## config.mk

```make
export PLATFORM = sky130hd
export DESIGN_NAME = polar_angle_point_sort
export DESIGN_NICKNAME = d
export VERILOG_FILES = /design/src/sv/pas_pkg.sv /design/src/sv/pas_mac.sv /design/src/sv/polar_angle_point_sort.sv
export SDC_FILE = /design/constraint.sdc
export NUM_CORES = 2
export LEC_CHECK = 0
export BUFFER_PORTS_ARGS = -buffer_cell sky130_fd_sc_hd__clkbuf_2
export CAP_MARGIN = 10
export CORE_MARGIN = 4
export CORE_UTILIZATION = 60
export DETAILED_ROUTE_END_ITERATION = 8
export PLACE_DENSITY = 0.84
export SLEW_MARGIN = 5
export SYNTH_ARGS = -nofsm -noshare
export SYNTH_HDL_FRONTEND = slang
export SYNTH_HIERARCHICAL = 1
export SYNTH_SLANG_ARGS = --single-unit
export TNS_END_PERCENT = 5
```

## constraint.sdc

```tcl
create_clock -name aclk -period 19.5 [get_ports aclk]
set_input_delay 1.95 -clock aclk [delete_from_list [all_inputs] [get_ports aclk]]
set_output_delay 1.95 -clock aclk [all_outputs]
set_load 0.1 [all_outputs]
```

## src/sv/pas_pkg.sv

```systemverilog
package pas_pkg;

    localparam int MAX_POINTS = 64;
    localparam int COORD_BITS = 16;

    localparam int IDX_W  = $clog2(MAX_POINTS);
    localparam int CNT_W  = $clog2(MAX_POINTS + 1);
    localparam int DIFF_W = COORD_BITS + 1;
    localparam int PROD_W = 2 * DIFF_W;
    localparam int ACC_W  = PROD_W + 1;
    localparam int WORD_W = 2 * COORD_BITS;

    typedef logic signed [COORD_BITS-1:0] coord_t;
    typedef logic signed [DIFF_W-1:0]     diff_t;
    typedef logic signed [ACC_W-1:0]      acc_t;

    // op control for the shared multiply-accumulate unit
    typedef struct packed {
        logic en;   // issue a product
        logic clr;  // start a new sum with this product
        logic neg;  // subtract this product
    } pas_mac_ctl_t;

    function automatic diff_t coord_diff(input coord_t a, input coord_t b);
        coord_diff = DIFF_W'(a) - DIFF_W'(b);
    endfunction

endpackage

```

## src/sv/pas_mac.sv

```systemverilog
module pas_mac
    import pas_pkg::*;
(
    input  logic         aclk,
    input  logic         aresetn,
    input  pas_mac_ctl_t ctl,
    input  diff_t        op_a,
    input  diff_t        op_b,
    output acc_t         acc
);

    logic signed [PROD_W-1:0] prod_reg;
    pas_mac_ctl_t             ctl_reg;
    acc_t                     acc_reg;
    acc_t                     acc_next;
    acc_t                     term;

    // stage 1: product; stage 2: accumulate
    always_comb begin
        term     = ctl_reg.neg ? -ACC_W'(prod_reg) : ACC_W'(prod_reg);
        acc_next = acc_reg;
        if (ctl_reg.en) begin
            acc_next = (ctl_reg.clr ? '0 : acc_reg) + term;
        end
    end

    always_ff @(posedge aclk) begin
        if (!aresetn) begin
            ctl_reg <= '0;
        end else begin
            ctl_reg <= ctl;
        end
    end

    always_ff @(posedge aclk) begin
        prod_reg <= op_a * op_b;
        acc_reg  <= acc_next;
    end

    assign acc = acc_reg;

endmodule

```

## src/sv/polar_angle_point_sort.sv

```systemverilog
// Polar-angle point sorter, the ordering step of a Graham scan. Points
// (signed x, y) arrive one word at a time on s_; the word with s_is_last
// set closes the set and is part of it. The anchor is the lowest y, lowest
// x among ties (first loaded wins a full tie). It is emitted first on m_,
// then the other points by ascending angle about it, nearest first on equal
// angle, with m_final_point on the last word. Up to 64 points are held;
// further points are dropped and m_points_dropped is high on every word of
// that set. Load accepts one word per cycle. The sort is an insertion sort
// over a point memory with separate read and write ports, with every cross
// product and squared distance built on one shared 17x17 multiply-accumulate
// unit. Each point is set up (offset and squared distance) and then placed,
// after angle compares, plus a distance compare when the angles tie; the
// worst case has every compare a tie that moves the point. Each result word
// is held on m_ until taken before the next is read. s_ready is low from
// the last word of a set until its final result word is taken.
module polar_angle_point_sort
    import pas_pkg::*;
(
    input  logic   aclk,
    input  logic   aresetn,
    input  logic   s_valid,
    output logic   s_ready,
    input  coord_t s_point_x,
    input  coord_t s_point_y,
    input  logic   s_is_last,
    output logic   m_valid,
    input  logic   m_ready,
    output coord_t m_sorted_x,
    output coord_t m_sorted_y,
    output logic   m_final_point,
    output logic   m_points_dropped
);

    localparam logic [4:0] ST_LOAD   = 5'd0;
    localparam logic [4:0] ST_SW_RD  = 5'd1;
    localparam logic [4:0] ST_SW_WR1 = 5'd2;
    localparam logic [4:0] ST_SW_WR2 = 5'd3;
    localparam logic [4:0] ST_T_RD   = 5'd4;
    localparam logic [4:0] ST_T_LD   = 5'd5;
    localparam logic [4:0] ST_D1     = 5'd6;
    localparam logic [4:0] ST_D2     = 5'd7;
    localparam logic [4:0] ST_D3     = 5'd8;
    localparam logic [4:0] ST_D4     = 5'd9;
    localparam logic [4:0] ST_C_RD   = 5'd10;
    localparam logic [4:0] ST_C_LD   = 5'd11;
    localparam logic [4:0] ST_C_M1   = 5'd12;
    localparam logic [4:0] ST_C_M2   = 5'd13;
    localparam logic [4:0] ST_C_W    = 5'd14;
    localparam logic [4:0] ST_C_EV   = 5'd15;
    localparam logic [4:0] ST_E_M1   = 5'd16;
    localparam logic [4:0] ST_E_M2   = 5'd17;
    localparam logic [4:0] ST_E_W    = 5'd18;
    localparam logic [4:0] ST_E_EV   = 5'd19;
    localparam logic [4:0] ST_PLACE  = 5'd20;
    localparam logic [4:0] ST_O_RD   = 5'd21;
    localparam logic [4:0] ST_O_LD   = 5'd22;
    localparam logic [4:0] ST_O_WAIT = 5'd23;

    // point memory, {x, y} per entry, registered read
    logic [WORD_W-1:0] mem [MAX_POINTS];
    logic [WORD_W-1:0] rdata_reg;
    logic              wr_en;
    logic [IDX_W-1:0]  wr_addr;
    logic [WORD_W-1:0] wr_data;
    logic [IDX_W-1:0]  rd_addr;

    // control state
    logic [4:0]       state_reg, state_next;
    logic [CNT_W-1:0] count_reg, count_next;
    logic [IDX_W-1:0] anc_idx_reg, anc_idx_next;
    logic             ovf_reg, ovf_next;
    logic [CNT_W-1:0] i_reg, i_next;
    logic [IDX_W-1:0] j_reg, j_next;
    logic [IDX_W-1:0] k_reg, k_next;
    logic             m_valid_reg, m_valid_next;

    // datapath
    coord_t            anc_x_reg, anc_x_next;
    coord_t            anc_y_reg, anc_y_next;
    logic [WORD_W-1:0] t_reg, t_next;
    logic [WORD_W-1:0] e_reg, e_next;
    diff_t             tdx_reg, tdx_next;
    diff_t             tdy_reg, tdy_next;
    diff_t             edx_reg, edx_next;
    diff_t             edy_reg, edy_next;
    acc_t              td_reg, td_next;
    coord_t            out_x_reg, out_x_next;
    coord_t            out_y_reg, out_y_next;
    logic              out_fin_reg, out_fin_next;
    logic              out_drop_reg, out_drop_next;

    pas_mac_ctl_t mac_ctl;
    diff_t        mac_a;
    diff_t        mac_b;
    acc_t         mac_acc;

    logic take_point;
    logic cross_pos;
    logic cross_zero;

    pas_mac u_mac (
        .aclk    (aclk),
        .aresetn (aresetn),
        .ctl     (mac_ctl),
        .op_a    (mac_a),
        .op_b    (mac_b),
        .acc     (mac_acc)
    );

    assign s_ready    = (state_reg == ST_LOAD);
    assign cross_pos  = !mac_acc[ACC_W-1] && (mac_acc != '0);
    assign cross_zero = (mac_acc == '0);
    assign take_point = (count_reg == '0) || (s_point_y < anc_y_reg) ||
                        ((s_point_y == anc_y_reg) && (s_point_x < anc_x_reg));

    always_comb begin
        state_next    = state_reg;
        count_next    = count_reg;
        anc_idx_next  = anc_idx_reg;
        ovf_next      = ovf_reg;
        i_next        = i_reg;
        j_next        = j_reg;
        k_next        = k_reg;
        m_valid_next  = m_valid_reg;
        anc_x_next    = anc_x_reg;
        anc_y_next    = anc_y_reg;
        t_next        = t_reg;
        e_next        = e_reg;
        tdx_next      = tdx_reg;
        tdy_next      = tdy_reg;
        edx_next      = edx_reg;
        edy_next      = edy_reg;
        td_next       = td_reg;
        out_x_next    = out_x_reg;
        out_y_next    = out_y_reg;
        out_fin_next  = out_fin_reg;
        out_drop_next = out_drop_reg;
        wr_en         = 1'b0;
        wr_addr       = '0;
        wr_data       = '0;
        rd_addr       = '0;
        mac_ctl       = '0;
        mac_a         = '0;
        mac_b         = '0;

        case (state_reg)
            ST_LOAD: begin
                if (s_valid) begin
                    if (count_reg < CNT_W'(MAX_POINTS)) begin
                        wr_en      = 1'b1;
                        wr_addr    = count_reg[IDX_W-1:0];
                        wr_data    = {s_point_x, s_point_y};
                        count_next = count_reg + CNT_W'(1);
                        if (take_point) begin
                            anc_idx_next = count_reg[IDX_W-1:0];
                            anc_x_next   = s_point_x;
                            anc_y_next   = s_point_y;
                        end
                    end else begin
                        ovf_next = 1'b1;
                    end
                    if (s_is_last) begin
                        state_next = ST_SW_RD;
                        i_next     = CNT_W'(2);
                        k_next     = '0;
                    end
                end
            end
            // move the anchor to slot 0
            ST_SW_RD: begin
                if (anc_idx_reg != '0) begin
                    state_next = ST_SW_WR1;
                end else begin
                    state_next = (count_reg > CNT_W'(2)) ? ST_T_RD : ST_O_RD;
                end
            end
            ST_SW_WR1: begin
                wr_en      = 1'b1;
                wr_addr    = anc_idx_reg;
                wr_data    = rdata_reg;
                state_next = ST_SW_WR2;
            end
            ST_SW_WR2: begin
                wr_en      = 1'b1;
                wr_data    = {anc_x_reg, anc_y_reg};
                state_next = (count_reg > CNT_W'(2)) ? ST_T_RD : ST_O_RD;
            end
            // fetch point i, its offset and squared distance
            ST_T_RD: begin
                rd_addr    = i_reg[IDX_W-1:0];
                state_next = ST_T_LD;
            end
            ST_T_LD: begin
                t_next     = rdata_reg;
                tdx_next   = coord_diff(rdata_reg[WORD_W-1:COORD_BITS], anc_x_reg);
                tdy_next   = coord_diff(rdata_reg[COORD_BITS-1:0], anc_y_reg);
                j_next     = i_reg[IDX_W-1:0];
                state_next = ST_D1;
            end
            ST_D1: begin
                mac_ctl    = '{en: 1'b1, clr: 1'b1, neg: 1'b0};
                mac_a      = tdx_reg;
                mac_b      = tdx_reg;
                state_next = ST_D2;
            end
            ST_D2: begin
                mac_ctl    = '{en: 1'b1, clr: 1'b0, neg: 1'b0};
                mac_a      = tdy_reg;
                mac_b      = tdy_reg;
                state_next = ST_D3;
            end
            ST_D3: begin
                state_next = ST_D4;
            end
            ST_D4: begin
                td_next    = mac_acc;
                state_next = ST_C_RD;
            end
            // compare against point j-1
            ST_C_RD: begin
                rd_addr    = j_reg - IDX_W'(1);
                state_next = ST_C_LD;
            end
            ST_C_LD: begin
                e_next     = rdata_reg;
                edx_next   = coord_diff(rdata_reg[WORD_W-1:COORD_BITS], anc_x_reg);
                edy_next   = coord_diff(rdata_reg[COORD_BITS-1:0], anc_y_reg);
                state_next = ST_C_M1;
            end
            ST_C_M1: begin
                mac_ctl    = '{en: 1'b1, clr: 1'b1, neg: 1'b0};
                mac_a      = tdx_reg;
                mac_b      = edy_reg;
                state_next = ST_C_M2;
            end
            ST_C_M2: begin
                mac_ctl    = '{en: 1'b1, clr: 1'b0, neg: 1'b1};
                mac_a      = tdy_reg;
                mac_b      = edx_reg;
                state_next = ST_C_W;
            end
            ST_C_W: begin
                state_next = ST_C_EV;
            end
            ST_C_EV: begin
                if (cross_pos) begin
                    wr_en      = 1'b1;
                    wr_addr    = j_reg;
                    wr_data    = e_reg;
                    j_next     = j_reg - IDX_W'(1);
                    state_next = (j_reg > IDX_W'(2)) ? ST_C_RD : ST_PLACE;
                end else if (cross_zero) begin
                    state_next = ST_E_M1;
                end else begin
                    state_next = ST_PLACE;
                end
            end
            // collinear: farther point moves up
            ST_E_M1: begin
                mac_ctl    = '{en: 1'b1, clr: 1'b1, neg: 1'b0};
                mac_a      = edx_reg;
                mac_b      = edx_reg;
                state_next = ST_E_M2;
            end
            ST_E_M2: begin
                mac_ctl    = '{en: 1'b1, clr: 1'b0, neg: 1'b0};
                mac_a      = edy_reg;
                mac_b      = edy_reg;
                state_next = ST_E_W;
            end
            ST_E_W: begin
                state_next = ST_E_EV;
            end
            ST_E_EV: begin
                if (mac_acc > td_reg) begin
                    wr_en      = 1'b1;
                    wr_addr    = j_reg;
                    wr_data    = e_reg;
                    j_next     = j_reg - IDX_W'(1);
                    state_next = (j_reg > IDX_W'(2)) ? ST_C_RD : ST_PLACE;
                end else begin
                    state_next = ST_PLACE;
                end
            end
            ST_PLACE: begin
                wr_en      = 1'b1;
                wr_addr    = j_reg;
                wr_data    = t_reg;
                i_next     = i_reg + CNT_W'(1);
                state_next = ((i_reg + CNT_W'(1)) < count_reg) ? ST_T_RD : ST_O_RD;
            end
            // emission
            ST_O_RD: begin
                rd_addr    = k_reg;
                state_next = ST_O_LD;
            end
            ST_O_LD: begin
                out_x_next    = rdata_reg[WORD_W-1:COORD_BITS];
                out_y_next    = rdata_reg[COORD_BITS-1:0];
                out_fin_next  = ((CNT_W'(k_reg) + CNT_W'(1)) == count_reg);
                out_drop_next = ovf_reg;
                m_valid_next  = 1'b1;
                state_next    = ST_O_WAIT;
            end
            ST_O_WAIT: begin
                if (m_ready) begin
                    m_valid_next = 1'b0;
                    if (out_fin_reg) begin
                        count_next   = '0;
                        anc_idx_next = '0;
                        ovf_next     = 1'b0;
                        state_next   = ST_LOAD;
                    end else begin
                        k_next     = k_reg + IDX_W'(1);
                        state_next = ST_O_RD;
                    end
                end
            end
            default: begin
                state_next = ST_LOAD;
            end
        endcase
    end

    always_ff @(posedge aclk) begin
        if (!aresetn) begin
            state_reg   <= ST_LOAD;
            count_reg   <= '0;
            anc_idx_reg <= '0;
            ovf_reg     <= 1'b0;
            i_reg       <= '0;
            j_reg       <= '0;
            k_reg       <= '0;
            m_valid_reg <= 1'b0;
        end else begin
            state_reg   <= state_next;
            count_reg   <= count_next;
            anc_idx_reg <= anc_idx_next;
            ovf_reg     <= ovf_next;
            i_reg       <= i_next;
            j_reg       <= j_next;
            k_reg       <= k_next;
            m_valid_reg <= m_valid_next;
        end
    end

    always_ff @(posedge aclk) begin
        anc_x_reg    <= anc_x_next;
        anc_y_reg    <= anc_y_next;
        t_reg        <= t_next;
        e_reg        <= e_next;
        tdx_reg      <= tdx_next;
        tdy_reg      <= tdy_next;
        edx_reg      <= edx_next;
        edy_reg      <= edy_next;
        td_reg       <= td_next;
        out_x_reg    <= out_x_next;
        out_y_reg    <= out_y_next;
        out_fin_reg  <= out_fin_next;
        out_drop_reg <= out_drop_next;
    end

    always_ff @(posedge aclk) begin
        if (wr_en) begin
            mem[wr_addr] <= wr_data;
        end
        rdata_reg <= mem[rd_addr];
    end

    assign m_valid          = m_valid_reg;
    assign m_sorted_x       = out_x_reg;
    assign m_sorted_y       = out_y_reg;
    assign m_final_point    = out_fin_reg;
    assign m_points_dropped = out_drop_reg;

    // loading and emitting never overlap
    a_no_overlap: assert property (@(posedge aclk) disable iff (!aresetn)
        !(s_ready && m_valid))
        else $error("input ready while a result word is pending");

    // final word taken returns the block to loading, set state cleared
    a_final_done: assert property (@(posedge aclk) disable iff (!aresetn)
        (m_valid && m_ready && m_final_point) |=>
            (s_ready && count_reg == '0 && !ovf_reg))
        else $error("set state not cleared after final word");

    // a word that is not last keeps the block loading
    a_keep_loading: assert property (@(posedge aclk) disable iff (!aresetn)
        (s_valid && s_ready && !s_is_last) |=> s_ready)
        else $error("left loading on a word that is not last");

    // held count never exceeds capacity
    a_count_cap: assert property (@(posedge aclk) disable iff (!aresetn)
        (s_valid && s_ready) |=> (count_reg <= CNT_W'(MAX_POINTS)))
        else $error("point count beyond capacity");

endmodule

```

==> run metrics <==
register area share after synthesis 64.21%; worst hold path stage count 0; 1st-pass router iterations 9; final setup vio count 0; synthesized area approximately 0.11 sq mm; Comb power frac 13.3%; ANT nets after route 0; CTS Sinks between 2000 and 2500; crit path DAT 9.73 ns; fin crit period 8.941 ns; Post-route DRC 9; Psw 3.360 mW; Die X ~440 um; final wirelength roughly 350 mm; CTS Hold Buffers Added 0; Resized cells post-CTS 0; root buffer cell clkbuf_16; Metal-1 WL 110.5 mm; DIE HEIGHT 439.4 um; VDD IR max ~0.12 mV; Top Metal Used met5; I/O pin count 73; CP Data Required Time 20.28 ns; Cells after DPL 11430; H-tree depth 4; CTS tree built; EDFF count, synth approximately 2300; I/O Buffers ~70; status finished with violations; Core Area 0.1852 sq mm; slew margin rel. 11.21%; measured slew at the worst slew-check pin approximately 1.3 ns; Fin Setup TNS 0 ns; most frequent cells in the layout nand2_1 (2437), edfxtp_1 (2316), nand3_1 (830); Finished Layout Cells between 10000 and 15000; vias in the first global route 77610; CTS buffer count 226; Leakage 44.79 nW; commonest non-fill, non-tap cell in the layout nand2_1; Die Area roughly 0.19 sq mm; maxcap violations 0; YS warnings 6; CP Max Fanout 20; Area growth syn-to-layout 9.514%; Storage cell area 0.07171 sq mm; Vias/cell 6.727; postcts setup bufs 0; wire length on met3 52.49 mm; type of origin of the critical path flip-flop; Final Cycle Share about 46%; Synth Area per Inst 12.15 sq um; share of flip-flops with an asynchronous set or reset 0%; Cells after Synth 9196; predominant post-synthesis flop cell edfxtp_1; WL/cell 29.41 um; wire length on met2 156.2 mm; Initial Util between 60% and 70%; nature of the critical path endpoint flip-flop; kind of critical path reg -> reg; Distinct cells, synth 103; Min-Delay Path Class reg -> reg; max reg flops between 2000 and 2500; Final Max Tran Viols 0; Syn Nets 9762; nets@finish 9747; RSZ-0062 raised after global routing false; #FFs+latches synth around 2400; area of the multi-input gates 0.03646 sq mm; gr usage total 35.49%; Sequential Power Share 51.2%; grt ovf 0; clock latency on the worst-skew pair 0.92 ns; initial antenna violation count 14; first-pass GRT wire length about 500 mm; PnR Total Power 12.59 mW; Vias ~80000; Pint 9.234 mW; Worst Skew ~0.12 ns; DRT iter0 DRCs about 15000; fill count 12270; r2r worst-path depth 26; endpoints failing hold 0; Placer Congestion around 0.93; switch share approximately a quarter; failing checks design-rule violations; clock buffer depth 3; fmax 0.1118 GHz; Power per Cell Area 103.0 mW/mm^2; Clock transition at path regs 0.06 ns; DPL Wire Length ~200 mm; share of cells above drive strength 1 roughly 7.9%; Clk network pwr share 35.5%; largest net degree at the start of global routing 180; # rows 158
-- synth_stat cells, types with 54 or more instances --
| master | instances | area [sq um] |
|---|---|---|
| clkbuf_1 | 161 | 604.3 |
| buf_2 | 276 | 1381 |
| nand2_1 | 2438 | 9151 |
| nor2b_1 | 54 | 337.8 |
| fa_1 | 299 | 5986 |
| nand3_1 | 830 | 4154 |
| a31oi_1 | 56 | 350.3 |
| edfxtp_1 | 2316 | 69550 |
| nand4_1 | 86 | 538.0 |
| dfxtp_1 | 108 | 2162 |
| o21ai_0 | 84 | 420.4 |
| nor2_1 | 212 | 795.8 |
| and2_1 | 150 | 938.4 |
| inv_1 | 464 | 1742 |
| a311oi_1 | 191 | 1673 |
| ha_1 | 230 | 2878 |
| a41oi_1 | 73 | 639.4 |
| a21oi_1 | 169 | 845.8 |
| and3_1 | 271 | 1695 |
| nor3_1 | 59 | 295.3 |
| xnor2_1 | 115 | 1007 |
-- power groups by stage --
stage	Clock, mW	Sequential, mW	Combinational (mW)
finish	4.47	6.44	1.68
floorplan	0	6.44	1.02
global placement	0	6.53	1.53
global route	4.69	6.44	1.78
CTS	4.47	6.43	1.60
detailed placement	0	6.54	1.59
-- metal layers --
metal / GRT usage (%) / vias to the layer above
li1: - / 32930
met1: 43.74 / 38150
met2: 54.02 / 7004
met3: 10.64 / 1740
met4: 24.70 / 14
met5: 0 / -
-- critical path, cell delays in order, from the launching register on --
cell and delay (ns):
dfxtp_1 0.52, nand2b_1 0.51, or3_1 0.51, o21ai_1 0.10, buf_4 0.26, a222oi_1 0.10, nand2_1 0.66, nand2_1 0.26
fa_1 0.63, inv_1 0.08, fa_1 0.93, fa_1 0.52, fa_1 0.47, fa_1 0.55, inv_1 0.06, fa_1 0.53
inv_1 0.05, ha_1 0.39, a21o_1 0.23, a31o_2 0.23, a32oi_1 0.14, o21ai_1 0.15, o31ai_1 0.39, a21oi_1 0.16
o21a_1 0.20, nor2_1 0.11, xnor2_1 0.14
-- per-stage QoR --
stage | worst slack, ns | hold slack, ns | utilization, % | area (sq um)
finish | 10.56 | 0.5065 | 66.03 | 122300
global route | 10.08 | 0.5321 | 66.02 | 122300
CTS | 10.58 | 0.5040 | 65.99 | 122200
detailed placement | 10.59 | 0.4959 | 61.93 | 114700
global placement | 10.42 | 0.4907 | 61.93 | 114700
floorplan | 11.76 | 0.4090 | - | 111700
-- final timing paths --
kind | slack (ns) | startpoint | end
worst max-delay path | 10.56 | state_reg[4]$_SDFFE_PN0P_ | u_mac/prod_reg[33]$_DFF_P_
worst min-delay path | 0.51 | u_mac/acc[32]$_DFFE_PP_ | td_reg[32]$_DFFE_PP_
worst max register to register | 10.56 | state_reg[4]$_SDFFE_PN0P_ | u_mac/prod_reg[33]$_DFF_P_
worst min register to register | 0.51 | u_mac/acc[32]$_DFFE_PP_ | td_reg[32]$_DFFE_PP_
-- cell type report --
| cell class | instances | share of cell area (%) |
|---|---|---|
| timing repair buffer | 245 | 1.428 |
| sequential | 2424 | 58.63 |
| inverter | 464 | 1.424 |
| multi-input combinational | 5820 | 29.80 |
| tap | 2480 | 2.537 |
| antenna | 14 | 0.02864 |
| clock buffer | 301 | 5.059 |
| clock inverter | 120 | 1.091 |
-- kinds of logic (layout without fill, tap and decap cells) --
| logic type | after synthesis | count (layout) | synth area share, % |
|---|---|---|---|
| and+or+nand+nor | 4250 | 4250 | 17.00 |
| xor gates and xnor gates | 133 | 133 | 1.043 |
| AOI/OAI and AO/OA | 903 | 903 | 6.027 |
| buffers and inverters | 952 | 1130 | 3.742 |
| muxes | 5 | 5 | 0.04481 |
| DFF | 2424 | 2424 | 64.21 |
| adders and majority gates | 529 | 529 | 7.936 |
| other | 0 | 14 | 0 |
Note: power is estimated with default switching activity, not from simulation.
